<file path="config.mk">
export PLATFORM = sky130hd
export DESIGN_NAME = frequency_band_meter_adc_stats
export DESIGN_NICKNAME = d
export VERILOG_FILES = /design/src/sv/fbm_pkg.sv /design/src/sv/fbm_div.sv /design/src/sv/frequency_band_meter_adc_stats.sv
export SDC_FILE = /design/constraint.sdc
export NUM_CORES = 1
export LEC_CHECK = 0
export ABC_AREA = 1
export ABC_CLOCK_PERIOD_IN_PS = 6800
export BUFFER_PORTS_ARGS = -buffer_cell sky130_fd_sc_hd__buf_2
export CORE_UTILIZATION = 50
export DETAILED_ROUTE_END_ITERATION = 10
export HOLD_SLACK_MARGIN = 0.08
export PLACE_DENSITY_LB_ADDON = 0.08
export SLEW_MARGIN = 10
export SYNTH_ARGS = -nofsm -noshare
export SYNTH_HDL_FRONTEND = slang
export SYNTH_SLANG_ARGS = --single-unit
</file>
<file path="constraint.sdc">
create_clock -name clk_i -period 6.8 [get_ports clk_i]
set_input_delay 1.02 -clock clk_i [delete_from_list [all_inputs] [get_ports clk_i]]
set_output_delay 1.02 -clock clk_i [all_outputs]
set_load 0.02 [all_outputs]
</file>
<file path="src/sv/fbm_pkg.sv">
// Shared types and constants for the frequency band meter with converter statistics.
package fbm_pkg;

  // Fixed field widths
  localparam int unsigned PERIOD_W   = 16;
  localparam int unsigned FREQ_W     = 20;
  localparam int unsigned BAND_W     = 3;
  localparam int unsigned CFG_W      = 20;
  localparam int unsigned CFG_ADDR_W = 3;

  // Register indexes
  localparam logic [CFG_ADDR_W-1:0] REG_MEASURE_PERIOD = 3'd0;
  localparam logic [CFG_ADDR_W-1:0] REG_DISPLAY_PERIOD = 3'd1;
  localparam logic [CFG_ADDR_W-1:0] REG_NEUTRAL_FREQ   = 3'd2;
  localparam logic [CFG_ADDR_W-1:0] REG_VALID_A_FREQ   = 3'd3;
  localparam logic [CFG_ADDR_W-1:0] REG_VALID_B_FREQ   = 3'd4;
  localparam logic [CFG_ADDR_W-1:0] REG_BAND_TOL       = 3'd5;
  localparam logic [CFG_ADDR_W-1:0] REG_SILENCE_THR    = 3'd6;

  // Register reset values
  localparam logic [PERIOD_W-1:0] RST_MEASURE_PERIOD = 16'd50;
  localparam logic [PERIOD_W-1:0] RST_DISPLAY_PERIOD = 16'd500;
  localparam logic [FREQ_W-1:0]   RST_NEUTRAL_FREQ   = 20'd20000;
  localparam logic [FREQ_W-1:0]   RST_VALID_A_FREQ   = 20'd25000;
  localparam logic [FREQ_W-1:0]   RST_VALID_B_FREQ   = 20'd40000;
  localparam logic [FREQ_W-1:0]   RST_BAND_TOL       = 20'd2000;
  localparam logic [FREQ_W-1:0]   RST_SILENCE_THR    = 20'd100;

  typedef enum logic [BAND_W-1:0] {
    BAND_NONE    = 3'd0,
    BAND_NEUTRAL = 3'd1,
    BAND_VALID_A = 3'd2,
    BAND_VALID_B = 3'd3,
    BAND_UNKNOWN = 3'd4
  } band_e;

  typedef enum logic [3:0] {
    ST_IDLE,
    ST_MUL_A,
    ST_MUL_B,
    ST_FREQ_GO,
    ST_FREQ_WAIT,
    ST_MEAN_GO,
    ST_MEAN_WAIT,
    ST_CLASSIFY,
    ST_EMIT
  } state_e;

endpackage

</file>
<file path="src/sv/fbm_div.sv">
// Bit-serial restoring divider, one quotient bit per cycle.
module fbm_div #(
  parameter int unsigned DW = 36,
  parameter int unsigned VW = 24
) (
  input  logic          clk_i,
  input  logic          rst_ni,
  input  logic          start_i,
  input  logic [DW-1:0] dividend_i,
  input  logic [VW-1:0] divisor_i,
  output logic          done_o,
  output logic [DW-1:0] quotient_o
);

  localparam int unsigned CW = $clog2(DW);

  logic          busy_q, busy_d;
  logic          done_q, done_d;
  logic [CW-1:0] cnt_q, cnt_d;
  logic [DW-1:0] dvd_q, dvd_d;
  logic [VW-1:0] rem_q, rem_d;
  logic [VW-1:0] dvs_q, dvs_d;

  logic [VW:0]   rem_sh;
  logic [VW:0]   diff;
  logic          ge;

  assign rem_sh = {rem_q, dvd_q[DW-1]};
  assign ge     = rem_sh >= {1'b0, dvs_q};
  assign diff   = rem_sh - {1'b0, dvs_q};

  always_comb begin
    busy_d = busy_q;
    done_d = 1'b0;
    cnt_d  = cnt_q;
    dvd_d  = dvd_q;
    rem_d  = rem_q;
    dvs_d  = dvs_q;
    if (start_i && !busy_q) begin
      busy_d = 1'b1;
      cnt_d  = '0;
      dvd_d  = dividend_i;
      rem_d  = '0;
      dvs_d  = divisor_i;
    end else if (busy_q) begin
      // shift in one dividend bit, subtract when it fits
      rem_d = ge ? diff[VW-1:0] : rem_sh[VW-1:0];
      dvd_d = {dvd_q[DW-2:0], ge};
      cnt_d = cnt_q + 1'b1;
      if (cnt_q == CW'(DW - 1)) begin
        busy_d = 1'b0;
        done_d = 1'b1;
      end
    end
  end

  always_ff @(posedge clk_i or negedge rst_ni) begin
    if (!rst_ni) begin
      busy_q <= 1'b0;
      done_q <= 1'b0;
      cnt_q  <= '0;
    end else begin
      busy_q <= busy_d;
      done_q <= done_d;
      cnt_q  <= cnt_d;
    end
  end

  always_ff @(posedge clk_i) begin
    dvd_q <= dvd_d;
    rem_q <= rem_d;
    dvs_q <= dvs_d;
  end

  assign done_o     = done_q;
  assign quotient_o = dvd_q;

endmodule

</file>
<file path="src/sv/frequency_band_meter_adc_stats.sv">
// Top level: edge counter, millisecond windows, sample statistics and band classifier.
//
//  channel   dir  handshake                      payload (lowest bit first)
//  s_axis    in   s_axis_tvalid_i/s_axis_tready_o tdata: edge_req, ms_tick, adc_sample;
//                                                 tuser: adc_valid
//  m_axis    out  m_axis_tvalid_o/m_axis_tready_i tdata: freq_hz, band, sample_min,
//                                                 sample_max, sample_mean
//  cfg       in   cfg_we_i (no wait)              cfg_addr_i index, cfg_data_i value
//
// An item closing a measure window runs the multiply steps and a frequency
// division, one closing a display window a mean division, classify and emit;
// if both close, the frequency division comes first. Division is bit-serial
// (DIV_W = 36 at the default widths). A display result waits in the output
// register while later items are taken; the sequencer holds only if a second
// result is due before the first is taken. Reset restores register defaults
// and clears all counters and statistics.
module frequency_band_meter_adc_stats #(
  parameter int unsigned SAMPLE_BITS = 12,
  parameter int unsigned COUNT_BITS  = 24
) (
  input  logic                                 clk_i,
  input  logic                                 rst_ni,
  // edge_req [0], ms_tick [1], adc_sample [SAMPLE_BITS+1:2]
  input  logic [((SAMPLE_BITS+2+7)/8)*8-1:0]    s_axis_tdata_i,
  // adc_valid [0]
  input  logic                                 s_axis_tuser_i,
  input  logic                                 s_axis_tvalid_i,
  output logic                                 s_axis_tready_o,
  // freq_hz [19:0], band [22:20], sample_min, sample_max, sample_mean above
  output logic [((23+3*SAMPLE_BITS+7)/8)*8-1:0] m_axis_tdata_o,
  output logic                                 m_axis_tvalid_o,
  input  logic                                 m_axis_tready_i,
  input  logic                                 cfg_we_i,
  input  logic [fbm_pkg::CFG_ADDR_W-1:0]        cfg_addr_i,
  input  logic [fbm_pkg::CFG_W-1:0]             cfg_data_i
);

  localparam int unsigned PROD_W = COUNT_BITS + 10;
  localparam int unsigned SUM_W  = SAMPLE_BITS + COUNT_BITS;
  localparam int unsigned DIV_W  = (PROD_W > SUM_W) ? PROD_W : SUM_W;
  localparam int unsigned OUT_W  = ((23 + 3 * SAMPLE_BITS + 7) / 8) * 8;
  localparam int unsigned PW     = fbm_pkg::PERIOD_W;
  localparam int unsigned FW     = fbm_pkg::FREQ_W;

  // configuration registers
  logic [PW-1:0] meas_period_q, disp_period_q;
  logic [FW-1:0] neutral_q, valid_a_q, valid_b_q, tol_q, silence_q;

  // running state
  fbm_pkg::state_e state_q, state_d;
  logic [COUNT_BITS-1:0]  edge_cnt_q, edge_cnt_d;
  logic [PW-1:0]          meas_cnt_q, meas_cnt_d;
  logic [PW-1:0]          disp_cnt_q, disp_cnt_d;
  logic [FW-1:0]          last_freq_q, last_freq_d;
  logic [SAMPLE_BITS-1:0] win_min_q, win_min_d;
  logic [SAMPLE_BITS-1:0] win_max_q, win_max_d;
  logic [SUM_W-1:0]       win_sum_q, win_sum_d;
  logic [COUNT_BITS-1:0]  win_cnt_q, win_cnt_d;
  logic                   meas_due_q, meas_due_d;
  logic                   disp_due_q, disp_due_d;
  logic [PROD_W-1:0]      prod_q, prod_d;
  logic [2:0]             band_q, band_d;
  logic [SAMPLE_BITS-1:0] mean_q, mean_d;

  // output register
  logic                   m_valid_q, m_valid_d;
  logic [FW-1:0]          m_freq_q;
  logic [2:0]             m_band_q;
  logic [SAMPLE_BITS-1:0] m_min_q, m_max_q, m_mean_q;

  logic                   accept;
  logic                   edge_req, ms_tick, adc_valid;
  logic [SAMPLE_BITS-1:0] adc_sample;
  logic [PW-1:0]          meas_p, disp_p;
  logic [PW-1:0]          meas_next, disp_next;
  logic                   emit_ok;
  logic                   emit;

  logic                   div_start;
  logic [DIV_W-1:0]       div_dividend;
  logic [COUNT_BITS-1:0]  div_divisor;
  logic                   div_done;
  logic [DIV_W-1:0]       div_quo;

  logic [2:0]             band_code;

  assign edge_req   = s_axis_tdata_i[0];
  assign ms_tick    = s_axis_tdata_i[1];
  assign adc_sample = s_axis_tdata_i[SAMPLE_BITS+1:2];
  assign adc_valid  = s_axis_tuser_i;

  assign s_axis_tready_o = (state_q == fbm_pkg::ST_IDLE);
  assign accept          = s_axis_tvalid_i && s_axis_tready_o;

  // a period of zero acts as one
  assign meas_p    = (meas_period_q == '0) ? PW'(1) : meas_period_q;
  assign disp_p    = (disp_period_q == '0) ? PW'(1) : disp_period_q;
  assign meas_next = meas_cnt_q + 1'b1;
  assign disp_next = disp_cnt_q + 1'b1;

  assign emit_ok = !m_valid_q || m_axis_tready_i;
  assign emit    = (state_q == fbm_pkg::ST_EMIT) && emit_ok;

  // ---------------------------------------------------------------------------
  // configuration writes
  // ---------------------------------------------------------------------------
  always_ff @(posedge clk_i or negedge rst_ni) begin
    if (!rst_ni) begin
      meas_period_q <= fbm_pkg::RST_MEASURE_PERIOD;
      disp_period_q <= fbm_pkg::RST_DISPLAY_PERIOD;
      neutral_q     <= fbm_pkg::RST_NEUTRAL_FREQ;
      valid_a_q     <= fbm_pkg::RST_VALID_A_FREQ;
      valid_b_q     <= fbm_pkg::RST_VALID_B_FREQ;
      tol_q         <= fbm_pkg::RST_BAND_TOL;
      silence_q     <= fbm_pkg::RST_SILENCE_THR;
    end else if (cfg_we_i) begin
      case (cfg_addr_i)
        fbm_pkg::REG_MEASURE_PERIOD: meas_period_q <= cfg_data_i[PW-1:0];
        fbm_pkg::REG_DISPLAY_PERIOD: disp_period_q <= cfg_data_i[PW-1:0];
        fbm_pkg::REG_NEUTRAL_FREQ:   neutral_q     <= cfg_data_i[FW-1:0];
        fbm_pkg::REG_VALID_A_FREQ:   valid_a_q     <= cfg_data_i[FW-1:0];
        fbm_pkg::REG_VALID_B_FREQ:   valid_b_q     <= cfg_data_i[FW-1:0];
        fbm_pkg::REG_BAND_TOL:       tol_q         <= cfg_data_i[FW-1:0];
        fbm_pkg::REG_SILENCE_THR:    silence_q     <= cfg_data_i[FW-1:0];
        default: ;
      endcase
    end
  end

  // ---------------------------------------------------------------------------
  // band classifier: bands are inclusive and clip at zero on the low side
  // ---------------------------------------------------------------------------
  function automatic logic in_band(input logic [FW-1:0] f, input logic [FW-1:0] centre,
                                   input logic [FW-1:0] tol);
    logic [FW-1:0] lo;
    logic [FW:0]   hi;
    lo = (centre > tol) ? (centre - tol) : '0;
    hi = {1'b0, centre} + {1'b0, tol};
    return (f >= lo) && ({1'b0, f} <= hi);
  endfunction

  always_comb begin
    if (last_freq_q < silence_q) begin
      band_code = fbm_pkg::BAND_NONE;
    end else if (in_band(last_freq_q, neutral_q, tol_q)) begin
      band_code = fbm_pkg::BAND_NEUTRAL;
    end else if (in_band(last_freq_q, valid_a_q, tol_q)) begin
      band_code = fbm_pkg::BAND_VALID_A;
    end else if (in_band(last_freq_q, valid_b_q, tol_q)) begin
      band_code = fbm_pkg::BAND_VALID_B;
    end else begin
      band_code = fbm_pkg::BAND_UNKNOWN;
    end
  end

  // ---------------------------------------------------------------------------
  // sequencer: next state
  // ---------------------------------------------------------------------------
  always_comb begin
    state_d = state_q;
    case (state_q)
      fbm_pkg::ST_IDLE: begin
        if (accept) begin
          if (meas_due_d) begin
            state_d = fbm_pkg::ST_MUL_A;
          end else if (disp_due_d) begin
            state_d = fbm_pkg::ST_MEAN_GO;
          end
        end
      end
      fbm_pkg::ST_MUL_A:   state_d = fbm_pkg::ST_MUL_B;
      fbm_pkg::ST_MUL_B:   state_d = fbm_pkg::ST_FREQ_GO;
      fbm_pkg::ST_FREQ_GO: state_d = fbm_pkg::ST_FREQ_WAIT;
      fbm_pkg::ST_FREQ_WAIT: begin
        if (div_done) begin
          state_d = disp_due_q ? fbm_pkg::ST_MEAN_GO : fbm_pkg::ST_IDLE;
        end
      end
      fbm_pkg::ST_MEAN_GO: state_d = fbm_pkg::ST_MEAN_WAIT;
      fbm_pkg::ST_MEAN_WAIT: begin
        if (div_done) begin
          state_d = fbm_pkg::ST_CLASSIFY;
        end
      end
      fbm_pkg::ST_CLASSIFY: state_d = fbm_pkg::ST_EMIT;
      fbm_pkg::ST_EMIT: begin
        if (emit_ok) begin
          state_d = fbm_pkg::ST_IDLE;
        end
      end
      default: state_d = fbm_pkg::ST_IDLE;
    endcase
  end

  // ---------------------------------------------------------------------------
  // sequencer: datapath and divider control
  // ---------------------------------------------------------------------------
  always_comb begin
    edge_cnt_d   = edge_cnt_q;
    meas_cnt_d   = meas_cnt_q;
    disp_cnt_d   = disp_cnt_q;
    last_freq_d  = last_freq_q;
    win_min_d    = win_min_q;
    win_max_d    = win_max_q;
    win_sum_d    = win_sum_q;
    win_cnt_d    = win_cnt_q;
    meas_due_d   = meas_due_q;
    disp_due_d   = disp_due_q;
    prod_d       = prod_q;
    band_d       = band_q;
    mean_d       = mean_q;
    div_start    = 1'b0;
    div_dividend = DIV_W'(prod_q);
    div_divisor  = COUNT_BITS'(meas_p);

    case (state_q)
      fbm_pkg::ST_IDLE: begin
        meas_due_d = 1'b0;
        disp_due_d = 1'b0;
        if (accept) begin
          // count the edge, saturating
          if (edge_req && (edge_cnt_q != '1)) begin
            edge_cnt_d = edge_cnt_q + 1'b1;
          end
          // take the sample; the sum freezes once the count is full
          if (adc_valid) begin
            if (adc_sample < win_min_q) win_min_d = adc_sample;
            if (adc_sample > win_max_q) win_max_d = adc_sample;
            if (win_cnt_q != '1) begin
              win_sum_d = win_sum_q + SUM_W'(adc_sample);
              win_cnt_d = win_cnt_q + 1'b1;
            end
          end
          // advance the millisecond windows
          if (ms_tick) begin
            meas_due_d = (meas_next >= meas_p);
            disp_due_d = (disp_next >= disp_p);
            meas_cnt_d = meas_due_d ? '0 : meas_next;
            disp_cnt_d = disp_due_d ? '0 : disp_next;
          end
        end
      end
      fbm_pkg::ST_MUL_A: begin
        // count * 1000 = count * 1024 - count * 16 - count * 8
        prod_d = (PROD_W'(edge_cnt_q) << 10) - (PROD_W'(edge_cnt_q) << 4);
      end
      fbm_pkg::ST_MUL_B: begin
        prod_d     = prod_q - (PROD_W'(edge_cnt_q) << 3);
        edge_cnt_d = '0;
      end
      fbm_pkg::ST_FREQ_GO: begin
        div_start = 1'b1;
      end
      fbm_pkg::ST_FREQ_WAIT: begin
        if (div_done) begin
          last_freq_d = (|div_quo[DIV_W-1:FW]) ? '1 : div_quo[FW-1:0];
        end
      end
      fbm_pkg::ST_MEAN_GO: begin
        div_start    = 1'b1;
        div_dividend = DIV_W'(win_sum_q);
        div_divisor  = win_cnt_q;
      end
      fbm_pkg::ST_MEAN_WAIT: ;
      fbm_pkg::ST_CLASSIFY: begin
        band_d = band_code;
        mean_d = (win_cnt_q == '0) ? '0 : div_quo[SAMPLE_BITS-1:0];
      end
      fbm_pkg::ST_EMIT: begin
        if (emit_ok) begin
          win_min_d = '1;
          win_max_d = '0;
          win_sum_d = '0;
          win_cnt_d = '0;
        end
      end
      default: ;
    endcase
  end

  always_ff @(posedge clk_i or negedge rst_ni) begin
    if (!rst_ni) begin
      state_q     <= fbm_pkg::ST_IDLE;
      edge_cnt_q  <= '0;
      meas_cnt_q  <= '0;
      disp_cnt_q  <= '0;
      last_freq_q <= '0;
      win_min_q   <= '1;
      win_max_q   <= '0;
      win_sum_q   <= '0;
      win_cnt_q   <= '0;
      meas_due_q  <= 1'b0;
      disp_due_q  <= 1'b0;
    end else begin
      state_q     <= state_d;
      edge_cnt_q  <= edge_cnt_d;
      meas_cnt_q  <= meas_cnt_d;
      disp_cnt_q  <= disp_cnt_d;
      last_freq_q <= last_freq_d;
      win_min_q   <= win_min_d;
      win_max_q   <= win_max_d;
      win_sum_q   <= win_sum_d;
      win_cnt_q   <= win_cnt_d;
      meas_due_q  <= meas_due_d;
      disp_due_q  <= disp_due_d;
    end
  end

  always_ff @(posedge clk_i) begin
    prod_q <= prod_d;
    band_q <= band_d;
    mean_q <= mean_d;
  end

  // ---------------------------------------------------------------------------
  // shared divider: frequency first, then the window mean
  // ---------------------------------------------------------------------------
  fbm_div #(
    .DW (DIV_W),
    .VW (COUNT_BITS)
  ) u_div (
    .clk_i      (clk_i),
    .rst_ni     (rst_ni),
    .start_i    (div_start),
    .dividend_i (div_dividend),
    .divisor_i  (div_divisor),
    .done_o     (div_done),
    .quotient_o (div_quo)
  );

  // ---------------------------------------------------------------------------
  // output register: hold a result until its transfer completes
  // ---------------------------------------------------------------------------
  always_comb begin
    m_valid_d = m_valid_q;
    if (m_valid_q && m_axis_tready_i) begin
      m_valid_d = 1'b0;
    end
    if (emit) begin
      m_valid_d = 1'b1;
    end
  end

  always_ff @(posedge clk_i or negedge rst_ni) begin
    if (!rst_ni) begin
      m_valid_q <= 1'b0;
    end else begin
      m_valid_q <= m_valid_d;
    end
  end

  always_ff @(posedge clk_i) begin
    if (emit) begin
      m_freq_q <= last_freq_q;
      m_band_q <= band_q;
      m_min_q  <= win_min_q;
      m_max_q  <= win_max_q;
      m_mean_q <= mean_q;
    end
  end

  assign m_axis_tvalid_o = m_valid_q;
  assign m_axis_tdata_o  = OUT_W'({m_mean_q, m_max_q, m_min_q, m_band_q, m_freq_q});

  // ---------------------------------------------------------------------------
  // assertions
  // ---------------------------------------------------------------------------
  a_done_when_waiting: assert property (@(posedge clk_i) disable iff (!rst_ni)
    div_done |-> (state_q == fbm_pkg::ST_FREQ_WAIT || state_q == fbm_pkg::ST_MEAN_WAIT))
    else $error("divider finished outside a wait state");

  a_emit_no_overwrite: assert property (@(posedge clk_i) disable iff (!rst_ni)
    (state_q == fbm_pkg::ST_EMIT && m_valid_q && !m_axis_tready_i)
      |=> (state_q == fbm_pkg::ST_EMIT && m_valid_q))
    else $error("pending result overwritten");

  a_quiet_item_one_cycle: assert property (@(posedge clk_i) disable iff (!rst_ni)
    (accept && !meas_due_d && !disp_due_d) |=> s_axis_tready_o)
    else $error("item without window close stalled the input");

  a_min_le_max: assert property (@(posedge clk_i) disable iff (!rst_ni)
    (win_cnt_q != '0) |-> (win_min_q <= win_max_q))
    else $error("window minimum above maximum");

endmodule
</file>
Yosys cells after proc, flatten, opt, wreduce, memory -nomap -nowiden
Index checks and enable logic that the tools add are counted.
{"block": "totals", "inputBits": 45, "regBits": 499, "out_inout_bits": 66, "wordCells": 197}
{"block": "classes", "muxes": 65, "n_reduce_logical": 39, "order_cmp": 15, "addsub": 15, "eq_ne": 27}
{"op": "$mux 36", "count": 7}
{"op": "$mux 24", "count": 7}
{"op": "$mux 12", "count": 8}
{"op": "$pmux 24 s2", "count": 2}
{"op": "$mux 16", "count": 5}
{"op": "$mux 20", "count": 4}
{"op": "$pmux 36 s2", "count": 1}
{"op": "$pmux 34 s2", "count": 1}
{"op": "$add 20x20->21", "count": 3}
{"op": "$le 20x21->1", "count": 3}
{"op": "$ge 20x20->1", "count": 3}
{"op": "$gt 20x20->1", "count": 3}
{"op": "$sub 20x20->20", "count": 3}
{"op": "$add 24x1->24 const B", "count": 2}
{"op": "$ne 24x24->1 const B", "count": 2}
{"op": "$pmux 12 s2", "count": 2}
{"op": "$add 36x12->36", "count": 1}
{"op": "$pmux 4 s9", "count": 1}
{"op": "$sub 34x27->34", "count": 1}
{"op": "$sub 34x28->34", "count": 1}
{"op": "$add 16x1->16 const B", "count": 2}
{"op": "$ge 16x16->1", "count": 2}
{"op": "$logic_not 16->1", "count": 2}
{"op": "$ge 25x24->1", "count": 1}
{"op": "other kinds (34)", "count": 94}

Longest topological paths before layout
{"block": "logic_depth", "ltp_word": 10, "mapped_depth": 33, "mapped_depth_nobuf": 32}

Modules after synthesis
From an unflattened synthesis, not the netlist that was laid out.
{"block": "unflattened", "hier_cells": 4935, "hier_area_um2": 36955.4}
{"mod": "frequency_band_meter_adc_stats", "area_each_um2": 31307.5, "cells_each": 4159, "n_inst": 1, "seq_area_each_um2": 10667.7}
{"mod": "fbm_div", "area_each_um2": 5647.9, "cells_each": 776, "n_inst": 1, "seq_area_each_um2": 2482.4}

Worst setup path after synthesis
Ideal clock, no wire load.
{"block": "synth_path", "path_kind": "register -> register", "start": "reg tol_q[1]", "end": "reg band_q[1] (data pin)", "period_less_slack_ns": 3.708, "t_required_ns": 6.548, "setup_slack_ns": 3.092, "n_path_buf": 0, "setup_time_ns": 0.252, "path_stages_with_launch": 23, "arrival_time_ns": 3.455, "path_cell_list": "dfrtp_1 > inv_1 > fa_1 > nor2_1 > nor2_1 > o21ai_0 > a21oi_1 > o21bai_1 > a21oi_1 > o21ai_0 > xor2_1 > ha_1 > nand2_1 > inv_1 > nand3_1 > o21ai_0 > or2_2 > nand2_1 > nand2_1 > o21ai_0 > nand2_1 > inv_1 > nor2_1"}
{"block": "synth_between", "elab_chain_len": 6, "elab_cells_between_ends": 24, "classes_between": "add/sub: 6; order compare: 9; mux: 5; reduce/logical: 4"}
{"element": "start, declared", "line": "frequency_band_meter_adc_stats.sv:47", "rtl": "logic [FW-1:0] neutral_q, valid_a_q, valid_b_q, tol_q, silence_q;"}
{"element": "start signal, assigned", "line": "frequency_band_meter_adc_stats.sv:114", "rtl": "tol_q <= fbm_pkg::RST_BAND_TOL;"}
{"element": "start signal, assigned", "line": "frequency_band_meter_adc_stats.sv:123", "rtl": "fbm_pkg::REG_BAND_TOL: tol_q <= cfg_data_i[FW-1:0];"}
{"element": "$sub 20x20->20 or $gt 20x20->1 (tied branches)", "line": "frequency_band_meter_adc_stats.sv:137", "rtl": "lo = (centre > tol) ? (centre - tol) : '0;"}
{"element": "$mux 20", "line": "frequency_band_meter_adc_stats.sv:137"}
{"element": "$ge 20x20->1", "line": "frequency_band_meter_adc_stats.sv:139", "rtl": "return (f >= lo) && ({1'b0, f} <= hi);"}
{"element": "$logic_and 1x1->1", "line": "frequency_band_meter_adc_stats.sv:139"}
{"element": "$mux 3", "line": "frequency_band_meter_adc_stats.sv:149", "rtl": "end else if (in_band(last_freq_q, valid_b_q, tol_q)) begin"}
{"element": "$mux 2", "line": "frequency_band_meter_adc_stats.sv:147", "rtl": "end else if (in_band(last_freq_q, valid_a_q, tol_q)) begin"}
{"element": "end signal, assigned", "line": "frequency_band_meter_adc_stats.sv:311", "rtl": "band_q <= band_d;"}
{"element": "end, declared", "line": "frequency_band_meter_adc_stats.sv:62", "rtl": "logic [2:0] band_q, band_d;"}
Several ways; a longest one is shown, not always the timed one.
A chain may end at the register's enable or synchronous reset.

Worst setup path after layout
Same ends and word-level chain as after synthesis.

==> impl_metrics.ini <==
[outcome]
status = completed

[synth]
synthesis.instances = 4801
share_of_the_synthesized_area_in_the_top_cell_type_pct = 17.7
yosys.cell_count.top_type = sky130_fd_sc_hd__nand2_1
synth_enable_flop_cells = 165
yosys.cell_types.count = 64
synthesis.area_um2 = 36700
asyncSetResetFlopFracSynth_pct = 61.8
post-synth-top-area-cell = sky130_fd_sc_hd__dfrtp_1
synth_warnings = 0
synth_area_per_cell_um2 = 7.64
ys_seq_area_share_pct = 35.8
synth.cells.most_frequent = 1003 x sky130_fd_sc_hd__nand2_1, 599 x sky130_fd_sc_hd__inv_1, 466 x sky130_fd_sc_hd__o21ai_0
commonest_register_cell_after_synthesis = sky130_fd_sc_hd__dfrtp_1
synth-seq-cells = 495
synth_top_cells_by_area = sky130_fd_sc_hd__dfrtp_1 18%, sky130_fd_sc_hd__ha_1 14%, sky130_fd_sc_hd__edfxtp_1 14%

[power_and_ir_drop]
totalPowerFinal_mw = 18.4
part_of_the_power_in_registers_pct = 28.0
internal_power_mw = 9.66
power.switching_fraction_pct = 47.6
switchingPower_mw = 8.76
static_power_due_to_leakage_nw = 19.1
combPwrFrac_pct = 53.7
p_clk_share_pct = 18.2
power_per_cell_area_nw_per_um2 = 460
vdd_ir_drop_max_mv = 0.430

[critical_path]
cp.required_ps = 7200
setup.worst_path.start = tol_q[1]
cp-endpoint = band_q[1]
endpoint_class_of_the_critical_path = flop
critical_path.max_fanout = 9
worst_setup_path_category = reg -> reg
ff2ff_setup_slack_ps = 1830
crit_path_start_kind = flop
worstReg2RegEnd = band_q[1]
worst-endpoint-arrival_ps = 5370
timing.rr.start = tol_q[1]
r2r_cells = 23

[timing]
report.final.hold_viol_count = 0
setup_tns_ps = 0
period_needed_ps = 4970
transition_at_the_pin_with_the_smallest_max_transition_slack_ps = 1150
portion_of_the_clock_cycle_consumed_by_the_worst_path_in_the_final_layout_pct = 73.1
max_freq_mhz = 201
report.final.setup_viol = 0
grt_setup_unrepaired = no
setup_slack_ps = 1830
holdWs_ps = 390
clock_skew_ps = 77.6
slew-limit-headroom_pct = 23.1
slew_viol_final = 0

[place]
dpl_worst_slack_ps = 1940
buffer_ports.inserted = 103
placed_cell_areas_um2 = 38000
routabilityCongestion = 0.987
place.detailed.hpwl_um = 83300

[global_route]
grt_antenna_before_repair = 0
grt_pass1_wl_um = 172000
first_global_vias = 31000
grt_usage_pct = 29.4
total_congestion_overflow_after_global_routing = 0
grt_max_degree = 142

[layout]
multi_input_combinational_cell_area_um2 = 20600
final_cell_area_um2 = 40100
fill_cells = 6953
antenna-diode-count = 0
num-nets-final = 5297
sequential_cell_area_um2 = 13200
post_route_cells_drive_above_1_share_pct = 6.93
area_growth_pct = 9.17

[detailed_routing]
totalWireLength_um = 110000
antenna_violating_nets_post_route = 0
routed-via-count = 32600
initialDrtViolationCount = 2726
firstDrtPassIters = 6
wl_per_cell_um = 18.8
drc = 0
post_drt_via_cell_ratio = 5.57

[clocking]
clkLatencyLatePin_ps = 670
clk_transition_reported_paths_ps = 60
clock_tree_from_tritoncts = yes
ctsResizeCount = 0
postCtsSetupRepairBufs = 0
cts_hold_repair.buffers = 0
numCtsBuffers = 56
cts.root.buffer_cell = sky130_fd_sc_hd__clkbuf_16
htreeDepth = 2
clock_path_buffers = 3
clock-sinks = 495

[floorplanning]
dieArea_um2 = 74500
i_o_pin_total = 111
design.core.area_um2 = 72100
dieHeight_um = 273
die_w_um = 273
fp-row-count = 98
initial_utilization_pct = 50.9

[run]
maxCapViolations = 0

[worst_hold_path]
min-delay-path-class = in -> async
-- worst min-delay path by stage --
stage	endpoint	slack (ps)	cells after the start
after detailed placement	m_mean_q[2]	410	0
after floorplan	m_band_q[0]	400	0
final	disp_cnt_q[15]	390	1
after CTS	disp_cnt_q[15]	420	1
after global placement	m_band_q[0]	400	0
after global routing	m_mean_q[2]	420	0
-- power by group through the flow --
stage	Clock [mW]	Sequential (mW)	Combinational [mW]
2_1_floorplan	0	4.78	7.36
3_3_place_gp	0	5.19	9.64
3_5_place_dp	0	5.20	9.77
4_1_cts	3.44	5.15	9.83
5_1_grt	3.55	5.26	11.3
6_report	3.36	5.17	9.90
-- cell usage in the layout, fill, tap and decap left out, drive strengths merged, types with 22 or more instances in the layout --
cell / count
nand3: 252
nor4: 46
nor3: 96
o21bai: 32
buf: 125
inv: 612
ha: 399
o211ai: 28
or2: 37
o21ai: 487
xor2: 120
clkbuf: 66
o22ai: 22
edfxtp: 165
dfrtp: 260
dfstp: 46
a31oi: 30
nand2: 1005
nor2: 378
a21oi: 362
clkinv: 27
dfxtp: 24
nand4: 85
-- worst max-delay path, stage by stage (launching register included) --
cell                      delay [ps]
sky130_fd_sc_hd__dfrtp_1         490
sky130_fd_sc_hd__inv_1           490
sky130_fd_sc_hd__ha_1            370
sky130_fd_sc_hd__o31ai_1         910
sky130_fd_sc_hd__a21oi_1         230
sky130_fd_sc_hd__o31ai_1         380
sky130_fd_sc_hd__nand2_1         100
sky130_fd_sc_hd__nand2_1          90
sky130_fd_sc_hd__xor2_1          190
sky130_fd_sc_hd__ha_1            260
sky130_fd_sc_hd__nand2_1         100
sky130_fd_sc_hd__nor2_1           60
sky130_fd_sc_hd__a21oi_1         140
sky130_fd_sc_hd__nand2_1          80
sky130_fd_sc_hd__nand2_1          60
sky130_fd_sc_hd__nand2_1          50
sky130_fd_sc_hd__nand2_1          50
sky130_fd_sc_hd__nand2_1          50
sky130_fd_sc_hd__nand2_1          50
sky130_fd_sc_hd__nand2_1          50
sky130_fd_sc_hd__nand2_1          90
sky130_fd_sc_hd__nand2_1         220
sky130_fd_sc_hd__nand2_1         150
sky130_fd_sc_hd__nor2_1           50
-- flip-flops by register name, summed over array words and instances, names as in the netlist, 24 cells and up --
signal	flops
win_sum_q	36
win_cnt_q	24
edge_cnt_q	24
u_div.rem_q	24
u_div.quotient_o	36
u_div.dvs_q	24
prod_q	31
-- final cells by class --
cell class	count	area share (%)
clock buffer	66	3.70
multi-input combinational	3553	51.5
tap	950	2.97
timing repair buffer	125	1.76
sequential	495	32.8
clock inverter	40	1.47
inverter	613	5.75
-- through the flow --
step                      instances  utilization [%]
final                          5842             55.6
after global routing           5842             55.6
after CTS                      5842             55.6
after detailed placement       5736             52.7
after global placement         5736             52.7
after floorplan                4805                -
-- per-layer routing --
| layer | routed length (um) | vias up | GRT usage (%) |
|---|---|---|---|
| met4 | 3670 | 0 | 9.76 |
| met1 | 49600 | 15200 | 39.9 |
| met3 | 5800 | 180 | 3.46 |
| li1 | - | 16300 | - |
| met5 | 0 | - | 0 |
| met2 | 50600 | 844 | 48.5 |
-- cells by family (layout without fill, tap and decap cells) --
kind of cell | count (synthesis) | after routing | share of synthesized area (%)
AOI/OAI and AO/OA | 1081 | 1081 | 16.3
adders and majority gates | 408 | 408 | 14.1
DFF | 495 | 495 | 35.8
other | 1 | 5 | 0.0102
muxes | 1 | 1 | 0.0273
and+or+nand+nor | 1917 | 1917 | 22.3
buffers and inverters | 757 | 844 | 8.01
xor gates and xnor gates | 141 | 141 | 3.37
Power figures use the tool's default switching activity.
